`config.mk`:
```
export PLATFORM = sky130hd
export DESIGN_NAME = sliding_window_lane_search
export DESIGN_NICKNAME = d
export VERILOG_FILES = /design/src/rtl/core/swls_pkg.sv /design/src/rtl/core/swls_div.sv /design/src/rtl/core/swls_dp.sv /design/src/rtl/core/swls_ctrl.sv /design/src/rtl/core/sliding_window_lane_search.sv
export VERILOG_INCLUDE_DIRS = /design/src /design/src/rtl/core
export SDC_FILE = /design/constraint.sdc
export NUM_CORES = 1
export LEC_CHECK = 0
export BUFFER_PORTS_ARGS = -buffer_cell sky130_fd_sc_hd__buf_2
export CORE_UTILIZATION = 45
export CTS_CLUSTER_DIAMETER = 60
export DETAILED_ROUTE_END_ITERATION = 10
export HOLD_SLACK_MARGIN = 0.08
export MAX_ROUTING_LAYER = met4
export PLACE_DENSITY = 0.67
export SYNTH_ARGS = -nofsm -noshare
export SYNTH_HDL_FRONTEND = slang
export SYNTH_HIERARCHICAL = 1
export SYNTH_SLANG_ARGS = --single-unit
```
`constraint.sdc`:
```
create_clock -name clk_i -period 9.7 [get_ports clk_i]
set_input_delay 0.485 -clock clk_i [delete_from_list [all_inputs] [get_ports clk_i]]
set_output_delay 0.485 -clock clk_i [all_outputs]
set_load 0.05 [all_outputs]
```
`src/rtl/core/sliding_window_lane_search_macros.svh`:
```
// Assertion macros shared by the sliding window lane search RTL.
`ifndef SLIDING_WINDOW_LANE_SEARCH_MACROS_SVH
`define SLIDING_WINDOW_LANE_SEARCH_MACROS_SVH

// Same-cycle implication, disabled while reset is asserted.
`define SWLS_ASSERT_IMPL(lbl, clk, rst_n, ante, cons, msg) \
  lbl: assert property (@(posedge clk) disable iff (!rst_n) (ante) |-> (cons)) \
    else $error(msg);

// Next-cycle implication, disabled while reset is asserted.
`define SWLS_ASSERT_NEXT(lbl, clk, rst_n, ante, cons, msg) \
  lbl: assert property (@(posedge clk) disable iff (!rst_n) (ante) |=> (cons)) \
    else $error(msg);

`endif

```
`src/rtl/core/swls_pkg.sv`:
```
// ----------------------------------------------------------------------------
// swls_pkg
// Types, constants and codes of the sliding window lane search block.
// ----------------------------------------------------------------------------
`default_nettype none

package swls_pkg;

  localparam int COORD_BITS    = 12;
  localparam int COUNT_BITS    = 20;
  localparam int MAX_WINDOWS   = 64;
  localparam int WIN_BITS      = 7;
  localparam int SUM_BITS      = COORD_BITS + COUNT_BITS;
  localparam int MARGIN_BITS   = COORD_BITS - 1;
  localparam int CMD_BITS      = 2;
  localparam int CFG_IDX_BITS  = 3;
  localparam int CFG_DATA_BITS = COUNT_BITS;

  localparam logic [COORD_BITS-1:0]  IMAGE_ROWS_RST    = COORD_BITS'(720);
  localparam logic [WIN_BITS-1:0]    WINDOWS_NUM_RST   = WIN_BITS'(32);
  localparam logic [COORD_BITS-1:0]  WINDOW_HEIGHT_RST = COORD_BITS'(22);
  localparam logic [MARGIN_BITS-1:0] MARGIN_RST        = MARGIN_BITS'(100);
  localparam logic [COUNT_BITS-1:0]  MIN_PIX_RST       = COUNT_BITS'(50);

  localparam logic [COUNT_BITS-1:0] HIT_MAX = {COUNT_BITS{1'b1}};
  localparam logic [WIN_BITS-1:0]   LANE_MIN_CENTROIDS = WIN_BITS'(3);
  localparam logic [WIN_BITS-1:0]   MAX_WIN_CNT = WIN_BITS'(MAX_WINDOWS);

  typedef enum logic [CMD_BITS-1:0] {
    CMD_START = 2'd0,
    CMD_POINT = 2'd1,
    CMD_END   = 2'd2
  } swls_cmd_e;

  typedef enum logic {
    KIND_CENTROID = 1'b0,
    KIND_SUMMARY  = 1'b1
  } swls_kind_e;

  typedef enum logic [CFG_IDX_BITS-1:0] {
    CFG_IMAGE_ROWS    = 3'd0,
    CFG_WINDOWS_NUM   = 3'd1,
    CFG_WINDOW_HEIGHT = 3'd2,
    CFG_MARGIN        = 3'd3,
    CFG_MIN_PIX       = 3'd4
  } swls_cfg_e;

  typedef enum logic [2:0] {
    ST_IDLE,
    ST_EVAL,
    ST_CLOSE,
    ST_DIV,
    ST_EMIT,
    ST_SUMMARY
  } swls_state_e;

  typedef struct packed {
    logic [CMD_BITS-1:0]   command;
    logic [COORD_BITS-1:0] x_base;
    logic [COORD_BITS-1:0] px;
    logic [COORD_BITS-1:0] py;
  } swls_in_t;

  typedef struct packed {
    logic                  kind;
    logic [COORD_BITS-1:0] cx;
    logic [COORD_BITS-1:0] cy;
    logic                  lane_found;
    logic [WIN_BITS-1:0]   centroid_count;
    logic                  last;
  } swls_out_t;

  // Commands from the controller to the datapath.
  typedef struct packed {
    logic start_load;
    logic latch_point;
    logic hit_update;
    logic close_miss;
    logic close_hit;
    logic div_start;
    logic push_centroid;
    logic push_summary;
    logic cent_last;
  } swls_ctrl_t;

  // Status from the datapath to the controller.
  typedef struct packed {
    logic done;
    logic in_rows;
    logic above_min;
    logic div_busy;
    logic slot_free;
  } swls_stat_t;

endpackage

`default_nettype wire

```
`src/rtl/core/swls_div.sv`:
```
// ----------------------------------------------------------------------------
// swls_div
// Two-lane restoring divider for the window centroid, one quotient bit a cycle.
// ----------------------------------------------------------------------------
`default_nettype none

module swls_div (
  input  wire logic                            clk_i,
  input  wire logic                            rst_ni,
  input  wire logic                            start_i,
  input  wire logic [swls_pkg::SUM_BITS-1:0]   sum_x_i,
  input  wire logic [swls_pkg::SUM_BITS-1:0]   sum_y_i,
  input  wire logic [swls_pkg::COUNT_BITS-1:0] den_i,
  output logic                                 busy_o,
  output logic [swls_pkg::COORD_BITS-1:0]      quot_x_o,
  output logic [swls_pkg::COORD_BITS-1:0]      quot_y_o
);
  import swls_pkg::*;

  localparam int CNT_BITS = $clog2(COORD_BITS + 1);

  logic [CNT_BITS-1:0]   cnt_q;
  logic [COUNT_BITS-1:0] den_q;
  logic [COUNT_BITS-1:0] rem_x_q, rem_y_q, rem_x_n, rem_y_n;
  logic [COORD_BITS-1:0] low_x_q, low_y_q, low_x_n, low_y_n;

  // One restoring step. The mean of coordinates fits COORD_BITS, so the
  // upper part of the sum starts below the divisor and the remainder never
  // grows past the divisor width.
  function automatic logic [COUNT_BITS+COORD_BITS-1:0] div_step(
    input logic [COUNT_BITS-1:0] rem,
    input logic [COORD_BITS-1:0] low,
    input logic [COUNT_BITS-1:0] den
  );
    logic [COUNT_BITS:0]   trial;
    logic [COUNT_BITS:0]   diff;
    logic                  ge;
    logic [COUNT_BITS-1:0] rem_n;
    trial = {rem, low[COORD_BITS-1]};
    diff  = trial - {1'b0, den};
    ge    = (trial >= {1'b0, den});
    rem_n = ge ? diff[COUNT_BITS-1:0] : trial[COUNT_BITS-1:0];
    return {rem_n, low[COORD_BITS-2:0], ge};
  endfunction

  assign {rem_x_n, low_x_n} = div_step(rem_x_q, low_x_q, den_q);
  assign {rem_y_n, low_y_n} = div_step(rem_y_q, low_y_q, den_q);

  always_ff @(posedge clk_i or negedge rst_ni) begin
    if (!rst_ni) begin
      cnt_q <= '0;
    end else if (start_i) begin
      cnt_q <= CNT_BITS'(COORD_BITS);
    end else if (busy_o) begin
      cnt_q <= cnt_q - 1'b1;
    end
  end

  always_ff @(posedge clk_i) begin
    if (start_i) begin
      den_q   <= den_i;
      rem_x_q <= sum_x_i[SUM_BITS-1:COORD_BITS];
      rem_y_q <= sum_y_i[SUM_BITS-1:COORD_BITS];
      low_x_q <= sum_x_i[COORD_BITS-1:0];
      low_y_q <= sum_y_i[COORD_BITS-1:0];
    end else if (busy_o) begin
      rem_x_q <= rem_x_n;
      rem_y_q <= rem_y_n;
      low_x_q <= low_x_n;
      low_y_q <= low_y_n;
    end
  end

  assign busy_o   = (cnt_q != '0);
  assign quot_x_o = low_x_q;
  assign quot_y_o = low_y_q;

endmodule

`default_nettype wire

```
`src/rtl/core/swls_dp.sv`:
```
// ----------------------------------------------------------------------------
// swls_dp
// Datapath: configuration registers, window state, bound checks, divider and
// the output register.
// ----------------------------------------------------------------------------
`default_nettype none

module swls_dp (
  input  wire logic                               clk_i,
  input  wire logic                               rst_ni,
  input  wire logic                               cfg_valid_i,
  output logic                                    cfg_ready_o,
  input  wire logic [swls_pkg::CFG_IDX_BITS-1:0]  cfg_index_i,
  input  wire logic [swls_pkg::CFG_DATA_BITS-1:0] cfg_data_i,
  input  wire swls_pkg::swls_in_t                 in_data_i,
  input  wire swls_pkg::swls_ctrl_t               cmd_i,
  output swls_pkg::swls_stat_t                    stat_o,
  output logic                                    out_valid_o,
  input  wire logic                               out_stall_i,
  output swls_pkg::swls_out_t                     out_data_o
);
  import swls_pkg::*;

  `include "sliding_window_lane_search_macros.svh"

  localparam int PROD_BITS = WIN_BITS + 1 + COORD_BITS;
  localparam int BND_BITS  = PROD_BITS + 2;
  localparam int XB_BITS   = COORD_BITS + 2;

  // Configuration registers.
  logic [COORD_BITS-1:0]  image_rows_q, window_height_q;
  logic [WIN_BITS-1:0]    windows_num_q;
  logic [MARGIN_BITS-1:0] margin_q;
  logic [COUNT_BITS-1:0]  min_pix_q;

  // Search state.
  logic [WIN_BITS-1:0]   win_idx_q, win_idx_d;
  logic [COORD_BITS-1:0] center_x_q, center_x_d;
  logic [COUNT_BITS-1:0] hit_cnt_q, hit_cnt_d;
  logic [SUM_BITS-1:0]   sum_x_q, sum_x_d, sum_y_q, sum_y_d;
  logic [WIN_BITS-1:0]   miss_q, miss_d, made_q, made_d;
  logic                  done_q, done_d;

  logic [COORD_BITS-1:0] px_q, py_q;

  logic                  out_valid_q;
  swls_out_t             out_q;

  logic [WIN_BITS-1:0]   eff_win, win_inc, miss_inc;
  logic [WIN_BITS:0]     w_ext;
  logic [PROD_BITS-1:0]  prod_hi, prod_lo;
  logic signed [BND_BITS-1:0] hi_s, lo_s, py_s;
  logic signed [XB_BITS-1:0]  cx_s, m_s, px_s, lo_x, hi_x;
  logic                  in_x, hit_ok, slot_free;
  logic                  div_busy;
  logic [COORD_BITS-1:0] quot_x, quot_y;

  assign cfg_ready_o = 1'b1;

  always_ff @(posedge clk_i or negedge rst_ni) begin
    if (!rst_ni) begin
      image_rows_q    <= IMAGE_ROWS_RST;
      windows_num_q   <= WINDOWS_NUM_RST;
      window_height_q <= WINDOW_HEIGHT_RST;
      margin_q        <= MARGIN_RST;
      min_pix_q       <= MIN_PIX_RST;
    end else if (cfg_valid_i) begin
      unique case (cfg_index_i)
        CFG_IMAGE_ROWS:    image_rows_q    <= cfg_data_i[COORD_BITS-1:0];
        CFG_WINDOWS_NUM:   windows_num_q   <= cfg_data_i[WIN_BITS-1:0];
        CFG_WINDOW_HEIGHT: window_height_q <= cfg_data_i[COORD_BITS-1:0];
        CFG_MARGIN:        margin_q        <= cfg_data_i[MARGIN_BITS-1:0];
        CFG_MIN_PIX:       min_pix_q       <= cfg_data_i[COUNT_BITS-1:0];
        default: ;
      endcase
    end
  end

  assign eff_win  = (windows_num_q > MAX_WIN_CNT) ? MAX_WIN_CNT : windows_num_q;
  assign win_inc  = win_idx_q + 1'b1;
  assign miss_inc = miss_q + 1'b1;

  // Row band of the current window: [rows - (w+1)*h, rows - w*h).
  assign w_ext   = {1'b0, win_idx_q};
  assign prod_hi = PROD_BITS'(w_ext) * PROD_BITS'(window_height_q);
  assign prod_lo = prod_hi + PROD_BITS'(window_height_q);
  assign hi_s = $signed({{(BND_BITS-COORD_BITS){1'b0}}, image_rows_q})
              - $signed({{(BND_BITS-PROD_BITS){1'b0}}, prod_hi});
  assign lo_s = $signed({{(BND_BITS-COORD_BITS){1'b0}}, image_rows_q})
              - $signed({{(BND_BITS-PROD_BITS){1'b0}}, prod_lo});
  assign py_s = $signed({{(BND_BITS-COORD_BITS){1'b0}}, py_q});

  // Column band around the current center, compared signed.
  assign cx_s = $signed({{(XB_BITS-COORD_BITS){1'b0}}, center_x_q});
  assign m_s  = $signed({{(XB_BITS-MARGIN_BITS){1'b0}}, margin_q});
  assign px_s = $signed({{(XB_BITS-COORD_BITS){1'b0}}, px_q});
  assign lo_x = cx_s - m_s;
  assign hi_x = cx_s + m_s;
  assign in_x   = (px_s >= lo_x) && (px_s < hi_x);
  assign hit_ok = in_x && (hit_cnt_q != HIT_MAX);

  assign slot_free = !out_valid_q || !out_stall_i;

  always_comb begin
    win_idx_d  = win_idx_q;
    center_x_d = center_x_q;
    hit_cnt_d  = hit_cnt_q;
    sum_x_d    = sum_x_q;
    sum_y_d    = sum_y_q;
    miss_d     = miss_q;
    made_d     = made_q;
    done_d     = done_q;
    if (cmd_i.start_load) begin
      win_idx_d  = '0;
      center_x_d = in_data_i.x_base;
      hit_cnt_d  = '0;
      sum_x_d    = '0;
      sum_y_d    = '0;
      miss_d     = '0;
      made_d     = '0;
      done_d     = (eff_win == '0);
    end
    if (cmd_i.hit_update && hit_ok) begin
      hit_cnt_d = hit_cnt_q + 1'b1;
      sum_x_d   = sum_x_q + SUM_BITS'(px_q);
      sum_y_d   = sum_y_q + SUM_BITS'(py_q);
    end
    if (cmd_i.close_miss || cmd_i.close_hit) begin
      hit_cnt_d = '0;
      sum_x_d   = '0;
      sum_y_d   = '0;
      win_idx_d = win_inc;
      if (win_inc >= eff_win) begin
        done_d = 1'b1;
      end
    end
    if (cmd_i.close_miss) begin
      miss_d = miss_inc;
      if (miss_inc == (eff_win >> 2)) begin
        done_d = 1'b1;
      end
    end
    if (cmd_i.close_hit) begin
      center_x_d = quot_x;
      miss_d     = '0;
      made_d     = made_q + 1'b1;
    end
    if (cmd_i.push_summary) begin
      done_d = 1'b1;
    end
  end

  always_ff @(posedge clk_i or negedge rst_ni) begin
    if (!rst_ni) begin
      win_idx_q  <= '0;
      center_x_q <= '0;
      hit_cnt_q  <= '0;
      sum_x_q    <= '0;
      sum_y_q    <= '0;
      miss_q     <= '0;
      made_q     <= '0;
      done_q     <= 1'b1;
    end else begin
      win_idx_q  <= win_idx_d;
      center_x_q <= center_x_d;
      hit_cnt_q  <= hit_cnt_d;
      sum_x_q    <= sum_x_d;
      sum_y_q    <= sum_y_d;
      miss_q     <= miss_d;
      made_q     <= made_d;
      done_q     <= done_d;
    end
  end

  always_ff @(posedge clk_i) begin
    if (cmd_i.latch_point) begin
      px_q <= in_data_i.px;
      py_q <= in_data_i.py;
    end
  end

  swls_div u_div (
    .clk_i    (clk_i),
    .rst_ni   (rst_ni),
    .start_i  (cmd_i.div_start),
    .sum_x_i  (sum_x_q),
    .sum_y_i  (sum_y_q),
    .den_i    (hit_cnt_q),
    .busy_o   (div_busy),
    .quot_x_o (quot_x),
    .quot_y_o (quot_y)
  );

  // Output register: holds a result until the receiver takes it.
  always_ff @(posedge clk_i or negedge rst_ni) begin
    if (!rst_ni) begin
      out_valid_q <= 1'b0;
    end else if (cmd_i.push_centroid || cmd_i.push_summary) begin
      out_valid_q <= 1'b1;
    end else if (!out_stall_i) begin
      out_valid_q <= 1'b0;
    end
  end

  always_ff @(posedge clk_i) begin
    if (cmd_i.push_centroid) begin
      out_q.kind           <= KIND_CENTROID;
      out_q.cx             <= quot_x;
      out_q.cy             <= quot_y;
      out_q.lane_found     <= 1'b0;
      out_q.centroid_count <= '0;
      out_q.last           <= cmd_i.cent_last;
    end else if (cmd_i.push_summary) begin
      out_q.kind           <= KIND_SUMMARY;
      out_q.cx             <= '0;
      out_q.cy             <= '0;
      out_q.lane_found     <= (made_q > LANE_MIN_CENTROIDS);
      out_q.centroid_count <= made_q;
      out_q.last           <= 1'b1;
    end
  end

  assign out_valid_o = out_valid_q;
  assign out_data_o  = out_q;

  assign stat_o.done      = done_q;
  assign stat_o.in_rows   = (py_s >= lo_s) && (py_s < hi_s);
  assign stat_o.above_min = (hit_cnt_q > min_pix_q);
  assign stat_o.div_busy  = div_busy;
  assign stat_o.slot_free = slot_free;

  `SWLS_ASSERT_IMPL(a_push_after_div, clk_i, rst_ni, cmd_i.push_centroid, !div_busy,
                    "centroid pushed while the divider is still running")

endmodule

`default_nettype wire

```
`src/rtl/core/swls_ctrl.sv`:
```
// ----------------------------------------------------------------------------
// swls_ctrl
// Controller: decodes each request and steps the datapath through window
// evaluation, closing, division and result delivery.
// ----------------------------------------------------------------------------
`default_nettype none

module swls_ctrl (
  input  wire logic                          clk_i,
  input  wire logic                          rst_ni,
  input  wire logic                          in_valid_i,
  input  wire logic [swls_pkg::CMD_BITS-1:0] command_i,
  output logic                               in_stall_o,
  input  wire swls_pkg::swls_stat_t          stat_i,
  output swls_pkg::swls_ctrl_t               cmd_o
);
  import swls_pkg::*;

  `include "sliding_window_lane_search_macros.svh"

  swls_state_e state_q, state_d;
  logic        is_end_q, is_end_d;

  always_ff @(posedge clk_i or negedge rst_ni) begin
    if (!rst_ni) begin
      state_q  <= ST_IDLE;
      is_end_q <= 1'b0;
    end else begin
      state_q  <= state_d;
      is_end_q <= is_end_d;
    end
  end

  always_comb begin
    state_d    = state_q;
    is_end_d   = is_end_q;
    cmd_o      = '0;
    in_stall_o = 1'b1;
    unique case (state_q)
      ST_IDLE: begin
        in_stall_o = 1'b0;
        if (in_valid_i) begin
          case (command_i)
            CMD_START: begin
              cmd_o.start_load = 1'b1;
            end
            CMD_POINT: begin
              cmd_o.latch_point = 1'b1;
              is_end_d = 1'b0;
              if (!stat_i.done) begin
                state_d = ST_EVAL;
              end
            end
            CMD_END: begin
              is_end_d = 1'b1;
              state_d  = stat_i.done ? ST_SUMMARY : ST_CLOSE;
            end
            default: ;
          endcase
        end
      end
      ST_EVAL: begin
        if (stat_i.done) begin
          state_d = ST_IDLE;
        end else if (stat_i.in_rows) begin
          cmd_o.hit_update = 1'b1;
          state_d = ST_IDLE;
        end else begin
          state_d = ST_CLOSE;
        end
      end
      ST_CLOSE: begin
        if (stat_i.above_min) begin
          cmd_o.div_start = 1'b1;
          state_d = ST_DIV;
        end else begin
          cmd_o.close_miss = 1'b1;
          state_d = is_end_q ? ST_SUMMARY : ST_EVAL;
        end
      end
      ST_DIV: begin
        if (!stat_i.div_busy) begin
          state_d = ST_EMIT;
        end
      end
      ST_EMIT: begin
        if (stat_i.slot_free) begin
          cmd_o.push_centroid = 1'b1;
          cmd_o.close_hit     = 1'b1;
          // On an end request the summary still follows the centroid.
          cmd_o.cent_last     = !is_end_q;
          state_d = is_end_q ? ST_SUMMARY : ST_EVAL;
        end
      end
      ST_SUMMARY: begin
        if (stat_i.slot_free) begin
          cmd_o.push_summary = 1'b1;
          state_d = ST_IDLE;
        end
      end
      default: begin
        state_d = ST_IDLE;
      end
    endcase
  end

  `SWLS_ASSERT_IMPL(a_emit_has_hits, clk_i, rst_ni, state_q == ST_EMIT, stat_i.above_min,
                    "centroid delivery without enough hits in the window")
  `SWLS_ASSERT_IMPL(a_eval_entry_live, clk_i, rst_ni,
                    (state_q == ST_EVAL) && ($past(state_q) == ST_IDLE), !stat_i.done,
                    "point evaluation started on a finished search")
  `SWLS_ASSERT_NEXT(a_summary_ends_search, clk_i, rst_ni,
                    (state_q == ST_SUMMARY) && stat_i.slot_free,
                    stat_i.done && (state_q == ST_IDLE),
                    "search still active after the summary was delivered")

endmodule

`default_nettype wire

```
`src/rtl/core/sliding_window_lane_search.sv`:
```
// ----------------------------------------------------------------------------
// sliding_window_lane_search
// Sliding-window lane pixel search over a stream of set pixel coordinates.
// ----------------------------------------------------------------------------
// Usage: a start request loads the base column. Point requests then carry set
// pixels bottom row first; each window closes when a point lies above it and
// yields a centroid result when it held more than min_pix hits. An end request
// closes the open window and yields a summary (centroid count, lane found).
// Channels: input and output use valid/stall, configuration uses valid/ready
// and is always ready; registers are to be written by the user only while
// the block is idle, which the block does not enforce. Sequence: a point in
// the window is checked against the row band and counted. A window that a
// point closes empty is closed and the point tested again; a window with a
// centroid is closed, divided in the shared two-lane divider (12 quotient
// bits, one per cycle, then seen to finish), sent to the output register,
// and the point tested again. An end closes the open window and then yields
// the summary. The input stalls while a request is in progress.
// Reset loads the register defaults and leaves the search idle until a start.
// When the receiver stalls, the result waits in the output register; the next
// request is still taken, and the block only waits if it has another result.
// ----------------------------------------------------------------------------
`default_nettype none

module sliding_window_lane_search (
  input  wire logic                               clk_i,
  input  wire logic                               rst_ni,
  input  wire logic                               cfg_valid_i,
  output logic                                    cfg_ready_o,
  input  wire logic [swls_pkg::CFG_IDX_BITS-1:0]  cfg_index_i,
  input  wire logic [swls_pkg::CFG_DATA_BITS-1:0] cfg_data_i,
  input  wire logic                               in_valid_i,
  output logic                                    in_stall_o,
  input  wire swls_pkg::swls_in_t                 in_data_i,
  output logic                                    out_valid_o,
  input  wire logic                               out_stall_i,
  output swls_pkg::swls_out_t                     out_data_o
);
  import swls_pkg::*;

  swls_ctrl_t ctrl_cmd;
  swls_stat_t dp_stat;

  swls_ctrl u_ctrl (
    .clk_i      (clk_i),
    .rst_ni     (rst_ni),
    .in_valid_i (in_valid_i),
    .command_i  (in_data_i.command),
    .in_stall_o (in_stall_o),
    .stat_i     (dp_stat),
    .cmd_o      (ctrl_cmd)
  );

  swls_dp u_dp (
    .clk_i       (clk_i),
    .rst_ni      (rst_ni),
    .cfg_valid_i (cfg_valid_i),
    .cfg_ready_o (cfg_ready_o),
    .cfg_index_i (cfg_index_i),
    .cfg_data_i  (cfg_data_i),
    .in_data_i   (in_data_i),
    .cmd_i       (ctrl_cmd),
    .stat_o      (dp_stat),
    .out_valid_o (out_valid_o),
    .out_stall_i (out_stall_i),
    .out_data_o  (out_data_o)
  );

endmodule

`default_nettype wire
```
# Yosys cells after proc, flatten, opt, wreduce, memory -nomap -nowiden
# Cells that the tools add are included.
[totals] out_inout_bits=37 ramBits=0 regBits=331 mem_count=0 latchBits=0 rom_bits=0 input_bits=66
[op_classes] shifts=0 mul=1 n_reduce_logical=29 div=0 eq_ne=20 order_cmp=10 n_addsub=14 bitwise=0 mux=68
[op_table] cell="$mux 20" count=9
[op_table] cell="$mux 32" count=5
[op_table] cell="$mux 12" count=6
[op_table] cell="$mux 33" count=2
[op_table] cell="$add 32x12->32" count=2
[op_table] cell="$ge 21x20->1" count=2
[op_table] cell="$mux 7" count=6
[op_table] cell="$sub 12x20->21" count=2
[op_table] cell="$sub 20x20->20" count=2
[op_table] cell="$mux 3" count=8
[op_table] cell="$mux 1" count=23
[op_table] cell="$ge 13x22->1" count=1
[op_table] cell="$lt 13x22->1" count=1
[op_table] cell="$add 7x1->7 const B" count=3
[op_table] cell="$add 20x1->20 const B" count=1
[op_table] cell="$add 20x12->20" count=1
[op_table] cell="$gt 20x20->1" count=1
[op_table] cell="$ne 20x20->1 const B" count=1
[op_table] cell="$mul 7x12->19" count=1
[op_table] cell="$pmux 3 s6" count=1
[op_table] cell="$ge 13x14->1" count=1
[op_table] cell="$lt 13x14->1" count=1
[op_table] cell="$add 12x11->13" count=1
[op_table] cell="$sub 12x11->13" count=1
[op_table] cell="other kinds (29)" count=60

# Depth between registers and ports, before layout
# Gate-level depths: netlist of run 1.
[logic_depth] word_depth=11 ltp_mapped=44

# Cells and area by module
# The synthesis of run 1 kept the hierarchy.
[modules_own_cells] mod="swls_dp" seq_area_each_um2=6199.7 cells_each=1946 area_per_inst_um2=18689.2 instances=1
[modules_own_cells] mod="swls_div" seq_area_each_um2=2622.5 cells_each=596 area_per_inst_um2=6244.7 instances=1
[modules_own_cells] mod="swls_ctrl" seq_area_each_um2=100.1 cells_each=53 area_per_inst_um2=429.2 instances=1

# Worst setup path after synthesis of run 1
# No wires, ideal clock.
[synth_timing] kind="flip-flop to flip-flop" start="register u_dp.win_idx_q[2]" end="register u_dp.sum_x_q[13]" synth_period_minus_slack_ns=8.670 setup_slack_ns=1.030 t_arrival_ns=8.546 setup_ns=0.124 n_path_buf=4 stages_incl_launch_ff=44 path_cell_list="dfrtp_1 > clkbuf_1 > clkbuf_1 > and2_1 > fa_1 > inv_1 > fa_1 > inv_1 > fa_1 > inv_1 > fa_1 > inv_1 > ha_1 > o21a_1 > o31a_1 > a21oi_1 > fa_1 > inv_1 > [... 8 more ...] > ha_1 > o21ai_0 > nand2b_1 > a21oi_1 > a211o_1 > a211oi_1 > nand4_1 > nor4_1 > o2111ai_1 > a2111oi_2 > and3_1 > o21ai_2 > a21oi_2 > o21ai_1 > and2_1 > buf_2 > buf_6 > a211o_1"
[synth_rtl] element="start: declaration" line="swls_dp.sv:37" rtl="logic [WIN_BITS-1:0] win_idx_q, win_idx_d;"
[synth_rtl] element="start signal: assignment" line="swls_dp.sv:164" rtl="win_idx_q <= win_idx_d;"
[synth_rtl] element="end signal: assignment" line="swls_dp.sv:167" rtl="sum_x_q <= sum_x_d;"
[synth_rtl] element="end: declaration" line="swls_dp.sv:40" rtl="logic [SUM_BITS-1:0] sum_x_q, sum_x_d, sum_y_q, sum_y_d;"

==> impl_results.rst, run 1 <==
.. list-table::
   :header-rows: 1

   * - Metric
     - Value
   * - Run status
     - completed
   * - Netlist cell types
     - 111
   * - Sequential area share after synthesis
     - 35.18%
   * - Pre-Repair DR Iteration Count
     - 5
   * - Violation count after the first detailed-route iteration
     - 1698
   * - DRC violation count after routing
     - 0
   * - Count of H-tree levels built during CTS
     - 2
   * - Wire length of the first global-routing pass
     - 103.6 mm
   * - Hold-critical path endpoint
     - u_dp/py_q[3]$_DFFE_PP_
   * - Cell types with the largest area share after synthesis
     - dfrtp_1 17%, edfxtp_1 16%, ha_1 12%, fa_1 5.2%, inv_1 3.0%
   * - Most prevalent standard cell on the critical path
     - fa_1
   * - Path type of the worst min-delay path
     - in2reg
   * - Average instance area after synthesis
     - 9.774 µm²
   * - Crit path kind
     - reg2reg
   * - Final number of max-transition violations
     - 0
   * - Share of the clock period used by the worst path after layout
     - 94.04%
   * - Worst flop-to-flop path startpoint
     - u_dp/window_height_q[1]$_DFFE_PN1P_
   * - Number of enable flip-flop cells after synthesis
     - 133
   * - Core region area
     - 55420 µm²
   * - Number of sinks on the clock net
     - 331
   * - Hold slack final
     - 0.1096 ns
   * - Vias in the first global route
     - 19590
   * - I/O pin total
     - 103
   * - Destination of the worst register-to-register timing path
     - u_dp/hit_cnt_q[2]$_DFFE_PN0P_
   * - Sort of element at the end of the critical path
     - register
   * - Drt wl/cell
     - 18.83 µm
   * - Port buffer count
     - 101
   * - Placement Rows
     - 86
   * - Number of diodes
     - 0
   * - Yosys reg bits
     - 331
   * - Net count after synthesis
     - 2972
   * - CTS Buf Count
     - 41
   * - Floorplan die width
     - 239.4 µm
   * - Tightest Pin Transition
     - 1.109 ns
   * - Post-detailed-route via-to-cell ratio
     - 5.759
   * - Detailed-route wire length
     - 65.24 mm
   * - Number of setup violations in the final report
     - 0
   * - Worst relative slew slack
     - 25.53%
   * - TritonCTS clock tree
     - done
   * - Net count, final
     - 3061
   * - Clk_lat worst skew
     - 0.59 ns
   * - CP peak stage delay
     - 0.55 ns
   * - Finished Core Util
     - 50.93%
   * - Cell count of the worst hold path
     - 1
   * - Register-to-Register Setup Slack
     - 0.58 ns
   * - Reg clk slew, reported paths
     - 0.06 ns
   * - Number of antenna violations at the first check in global routing
     - 0
   * - Number of hold violations in the final report
     - 0
   * - Layout Area Growth over Synthesis
     - 11.27%
   * - Most common flop cell mapped by yosys
     - dfrtp_1
   * - Die height
     - 239.4 µm
   * - Total of warnings raised by yosys
     - 6
   * - Pin count of the biggest net entering global routing
     - 137
   * - CP bufs+invs
     - 5
   * - R2R cell count
     - 39
   * - Overall global routing resource usage
     - 23.46%
   * - Async set-or-reset flop fraction in the synthesized netlist
     - 57.10%
   * - Fin crit period
     - 9.122 ns
   * - Sum of overflow across all layers after global routing
     - 0
   * - Critical Path Source Type
     - register
   * - Share of the synthesized area in the top cell type
     - 17.17%
   * - Via count
     - 19960
   * - Post-route clock skew
     - 0.03660 ns
   * - Critical path data required time
     - 10.17 ns
   * - Share of final-layout standard cells stronger than drive strength 1
     - 13.25%
   * - Worst-path cell with the longest stage delay
     - dfstp_2
   * - Cell type with the highest aggregate area in the netlist
     - dfrtp_1
   * - Number of standard cells after synthesis
     - 2595
   * - Achievable Freq
     - 0.1096 GHz
   * - GPL Wtd Cong
     - 0.9255
   * - Worst min-delay path startpoint
     - in_data_i[3]
   * - Half-perimeter wire length after placement
     - 49.27 mm
   * - Full die area
     - 57310 µm²
   * - Max cap viols
     - 0
   * - CTS Buffer Depth
     - 3
   * - Max Fanout on Critical Path
     - 10
   * - Cell at the root of the clock tree
     - clkbuf_16
   * - Largest delay share family, worst path
     - adder cells
   * - Remaining number of nets flagged by the antenna check after routing
     - 0
   * - Initial core utilization
     - 45.77%
   * - Mapped Area
     - 25360 µm²
   * - Critical path arrival
     - 9.59 ns
[cell usage after synthesis, drive strengths merged, types with 9 or more instances]
master and instances:
a211o 22, a211oi 19, a21o 69, a21oi 141, a22o 24, a31oi 68
a41oi 15, and2 90, and3 46, buf 47, clkbuf 57, dfrtp 174
dfstp 15, dfxtp 9, edfxtp 133, fa 66, ha 245, inv 202
mux2 70, mux2i 35, nand2 196, nand2b 44, nand3 69, nand4 22
nor2 132, nor2b 27, nor3 49, nor3b 9, nor4 16, o211a 10
o211ai 23, o21a 24, o21ai 131, o21bai 18, o31ai 13, or2 14
or3 10, or3b 9, xnor2 76, xor2 43
[cells in the final DEF, fill, tap and decap left out, types with 27 or more instances in the layout]
| cell type | synthesis | routed |
|---|---|---|
| nor3_1 | 48 | 47 |
| fa_1 | 66 | 66 |
| mux2_2 | 64 | 64 |
| xnor2_1 | 75 | 75 |
| o21ai_0 | 119 | 118 |
| a31oi_1 | 67 | 67 |
| nand3_1 | 67 | 67 |
| inv_1 | 201 | 201 |
| buf_4 | 12 | 27 |
| and3_1 | 45 | 44 |
| and2_1 | 90 | 89 |
| dfrtp_1 | 174 | 174 |
| edfxtp_1 | 133 | 133 |
| buf_2 | 18 | 100 |
| nand2_1 | 195 | 195 |
| ha_1 | 245 | 243 |
| nand2b_1 | 44 | 44 |
| xor2_1 | 43 | 43 |
| nor2_1 | 132 | 131 |
| a21oi_1 | 136 | 134 |
| a21o_1 | 69 | 69 |
| mux2i_1 | 35 | 35 |
| clkbuf_16 | 0 | 42 |
[cell type report]
cell class                 count  area, µm²
fill                        4958      27190
multi-input combinational   1958      15250
sequential                   331       8922
clock buffer                  58       1161
timing repair buffer         150      997.2
tap                          748      935.9
inverter                     202      758.2
clock inverter                18      196.4
[cells by family after synthesis]
| kind of cell | count (synthesis) | synth area share, % |
|---|---|---|
| adder cells (fa/ha/maj) | 313 | 17.38 |
| AO/OA/AOI/OAI | 663 | 18.07 |
| other | 1 | 0.01479 |
| multiplexers | 105 | 4.578 |
| AND/OR/NAND/NOR | 756 | 15.43 |
| buffers and inverters | 306 | 5.121 |
| flip-flops | 331 | 35.18 |
| XOR/XNOR | 120 | 4.233 |
[sequential cells by signal, summed over array words and instances, names as in the netlist, 20 cells and up]
| register | flops |
|---|---|
| u_dp/hit_cnt_q | 20 |
| u_dp/u_div/den_q | 20 |
| u_dp/min_pix_q | 20 |
| u_dp/sum_y_q | 32 |
| u_dp/sum_x_q | 32 |
| u_dp/out_data_o | 34 |
| u_dp/u_div/rem_x_q | 20 |
| u_dp/u_div/rem_y_q | 20 |
[through the flow]
step	cell area, µm²	instances	setup TNS (ns)	setup WS, ns
2_1_floorplan	25360	2595	0	1.030
3_3_place_gp	26590	3367	0	0.5322
3_5_place_dp	26590	3367	0	0.2472
4_1_cts	28110	3459	0	0.2250
5_1_grt	28220	3465	-0.001439	-0.001439
6_report	28220	3465	0	0.5778
[worst max path at each step]
| stage | from | end | slack [ns] | depth (start not counted) |
|---|---|---|---|---|
| 2_1_floorplan | u_dp/win_idx_q[2]$_DFFE_PN0P_ | u_dp/sum_x_q[13]$_DFFE_PN0P_ | 1.03 | 43 |
| 3_3_place_gp | u_dp/window_height_q[1]$_DFFE_PN1P_ | u_dp/sum_x_q[31]$_DFFE_PN0P_ | 0.53 | 37 |
| 3_5_place_dp | u_dp/window_height_q[1]$_DFFE_PN1P_ | u_dp/sum_x_q[27]$_DFFE_PN0P_ | 0.25 | 37 |
| 4_1_cts | u_dp/window_height_q[1]$_DFFE_PN1P_ | u_dp/sum_y_q[26]$_DFFE_PN0P_ | 0.23 | 37 |
| 5_1_grt | u_dp/window_height_q[1]$_DFFE_PN1P_ | u_dp/hit_cnt_q[2]$_DFFE_PN0P_ | -0.001 | 39 |
| 6_report | u_dp/window_height_q[1]$_DFFE_PN1P_ | u_dp/hit_cnt_q[2]$_DFFE_PN0P_ | 0.58 | 39 |
[routing by layer]
layer | GRT usage, % | routed length, µm | part of all wire, % | vias to the layer above
met5 | - | 0 | 0 | -
met4 | 7.945 | 1811 | 2.8 | 0
met3 | 2.443 | 2824 | 4.3 | 110
met2 | 36.79 | 30460 | 47 | 530
met1 | 31.69 | 30140 | 46 | 9761
li1 | - | - | - | 9555
[repair_timing]
action,in CTS,in global routing
endpoints found under the setup margin,0,84
resized for setup,0,13
endpoints found under the hold margin,27,0
hold buffers,16,0
buffers inserted,0,6
Power of run 1 is left out: the tool's default activity adds up to more than one toggle a clock period on the data nets, which glitch-free logic cannot reach.
==> inputs of run 2 (changes only) <==
Settings changed: CORE_UTILIZATION 45 to 50, PLACE_DENSITY 0.67 to 0.73.
==> impl_results.rst, run 2 (synthesis gave the netlist of run 1 again) <==
.. list-table::
   :header-rows: 1

   * - Metric
     - Value
   * - Path type of the worst min-delay path
     - in2async
   * - Overall global routing resource usage
     - 25.56%
   * - Number of hold violations in the final report
     - 0
   * - Initial core utilization
     - 50.66%
   * - Placement Rows
     - 82
   * - Critical path arrival
     - 9.78 ns
   * - Cell at the root of the clock tree
     - clkbuf_16
   * - Remaining number of nets flagged by the antenna check after routing
     - 0
   * - Layout Area Growth over Synthesis
     - 11.04%
   * - Worst relative slew slack
     - 28.84%
   * - Worst-path cell with the longest stage delay
     - dfstp_2
   * - Flip-flop count of the largest register, all copies and words added
     - 34
   * - Achievable Freq
     - 0.1074 GHz
   * - Number of diodes
     - 0
   * - Fin area
     - 28160 µm²
   * - Unrepaired setup endpoints after global routing
     - no
   * - Net count, final
     - 3058
   * - Fin crit period
     - 9.310 ns
   * - Sort of element at the end of the critical path
     - register
   * - Register-to-Register Setup Slack
     - 0.39 ns
   * - Sum of overflow across all layers after global routing
     - 0
   * - Pre-Repair DR Iteration Count
     - 5
   * - Post-detailed-route via-to-cell ratio
     - 5.934
   * - Clk_lat worst skew
     - 0.59 ns
   * - Share of final-layout standard cells stronger than drive strength 1
     - 13.48%
   * - Via count
     - 20100
   * - Number of sinks on the clock net
     - 331
   * - Wire length of the first global-routing pass
     - 101.4 mm
   * - Critical Path Source Type
     - register
   * - Final number of max-transition violations
     - 0
   * - Floorplan die width
     - 227.2 µm
   * - Number of antenna violations at the first check in global routing
     - 0
   * - Critical path data required time
     - 10.17 ns
   * - CTS Buffer Depth
     - 3
   * - Reg clk slew, reported paths
     - 0.06 ns
   * - Top library cells by usage in the layout, fill and taps aside
     - 244 x ha_1, 201 x inv_1, 195 x nand2_1, 173 x dfrtp_1
   * - Detailed-route wire length
     - 64.72 mm
   * - Share of the clock period used by the worst path after layout
     - 95.98%
   * - Full die area
     - 51630 µm²
   * - DRC violation count after routing
     - 0
   * - Number of inserted filler cells in the final layout
     - 4349
   * - Die height
     - 227.2 µm
   * - Most common cell after layout, fill and taps aside
     - ha_1
   * - Vias in the first global route
     - 19630
   * - Tightest Pin Transition
     - 1.067 ns
   * - Crit path kind
     - reg2reg
   * - GPL Wtd Cong
     - 0.9487
   * - Run status
     - completed
   * - Count of H-tree levels built during CTS
     - 2
   * - TritonCTS clock tree
     - done
   * - Violation count after the first detailed-route iteration
     - 1664
   * - Max Fanout on Critical Path
     - 35
   * - Area of combinational cells with multiple inputs
     - 15230 µm²
   * - Most prevalent standard cell on the critical path
     - fa_1
   * - Half-perimeter wire length after placement
     - 48.07 mm
   * - Area of placed instances
     - 26470 µm²
   * - CTS Buf Count
     - 43
   * - Worst flop-to-flop path startpoint
     - u_dp/window_height_q[1]$_DFFE_PN1P_
   * - Destination of the worst register-to-register timing path
     - u_dp/hit_cnt_q[19]$_DFFE_PN0P_
   * - R2R cell count
     - 39
   * - Post-route clock skew
     - 0.02295 ns
   * - CP peak stage delay
     - 0.56 ns
   * - Setup_tns
     - 0 ns
   * - Port buffer count
     - 101
   * - Pin count of the biggest net entering global routing
     - 115
   * - Finished Core Util
     - 56.25%
   * - I/O pin total
     - 103
   * - Number of setup violations in the final report
     - 0
   * - Drt wl/cell
     - 19.11 µm
   * - Max cap viols
     - 0
   * - Core region area
     - 50070 µm²
   * - Register area
     - 8924 µm²
==> run 2: cell types whose count changed in the layout (fill, tap and decap cells not counted), sizes merged <==
cell,change
bufinv,+4
clkbuf,-9
inv,-2
clkinv,+10
buf,-1
dlygate4sd3,-4
==> run 2: worst max path at each step <==
| stage | depth (start not counted) | startpoint | to |
|---|---|---|---|
| 6_report | 39 | u_dp/window_height_q[1]$_DFFE_PN1P_ | u_dp/hit_cnt_q[19]$_DFFE_PN0P_ |
| 5_1_grt | 39 | u_dp/window_height_q[1]$_DFFE_PN1P_ | u_dp/hit_cnt_q[19]$_DFFE_PN0P_ |
| 4_1_cts | 37 | u_dp/window_height_q[1]$_DFFE_PN1P_ | u_dp/hit_cnt_q[19]$_DFFE_PN0P_ |
| 3_5_place_dp | 37 | u_dp/window_height_q[2]$_DFFE_PN1P_ | u_dp/hit_cnt_q[19]$_DFFE_PN0P_ |
| 3_3_place_gp | 37 | u_dp/window_height_q[1]$_DFFE_PN1P_ | u_dp/hit_cnt_q[19]$_DFFE_PN0P_ |
| 2_1_floorplan | 43 | u_dp/win_idx_q[2]$_DFFE_PN0P_ | u_dp/sum_x_q[13]$_DFFE_PN0P_ |
==> run 2: through the flow <==
step | hold slack (ns) | setup slack, ns | std cells
floorplan | 0.1894 | 1.030 | 2595
global placement | 0.4554 | 0.2089 | 3291
detailed placement | 0.4667 | 0.01284 | 3291
CTS | 0.08054 | 0.006195 | 3382
global route | 0.09074 | 0.009088 | 3387
finish | 0.003560 | 0.3899 | 3387
==> run 2: area by class of cell <==
type | count | share of cell area (%)
inverter | 202 | 2.692
sequential | 331 | 31.69
multi-input combinational | 1958 | 54.08
clock inverter | 30 | 1.231
clock buffer | 49 | 4.012
timing repair buffer | 145 | 3.310
tap | 672 | 2.986
==> run 2: metal layers <==
layer  track usage [%]  up-vias  wire, µm
met5                 -        -         0
met4             9.309        0      2173
met3             3.343      125      3306
met2             40.52      565     30510
met1             33.50     9859     28730
li1                  -     9550         -
==> run 2: critical path: cells and delay by family (launching register included) <==
kind            cells  cell delay (ns)
xor+xnor            1             0.08
flops               1             0.56
simple gates        8             1.42
buf+inv             5             0.42
fa+ha+maj           8             3.51
compound gates     17             3.21
==> run 2: what timing repair did <==
action,CTS,global route
hold buffers,12,0
endpoints found under the setup margin,0,83
gates resized for setup,0,14
setup buffers,0,5
hold endpoints to repair,12,0
Power of run 2 is left out for the same reason.
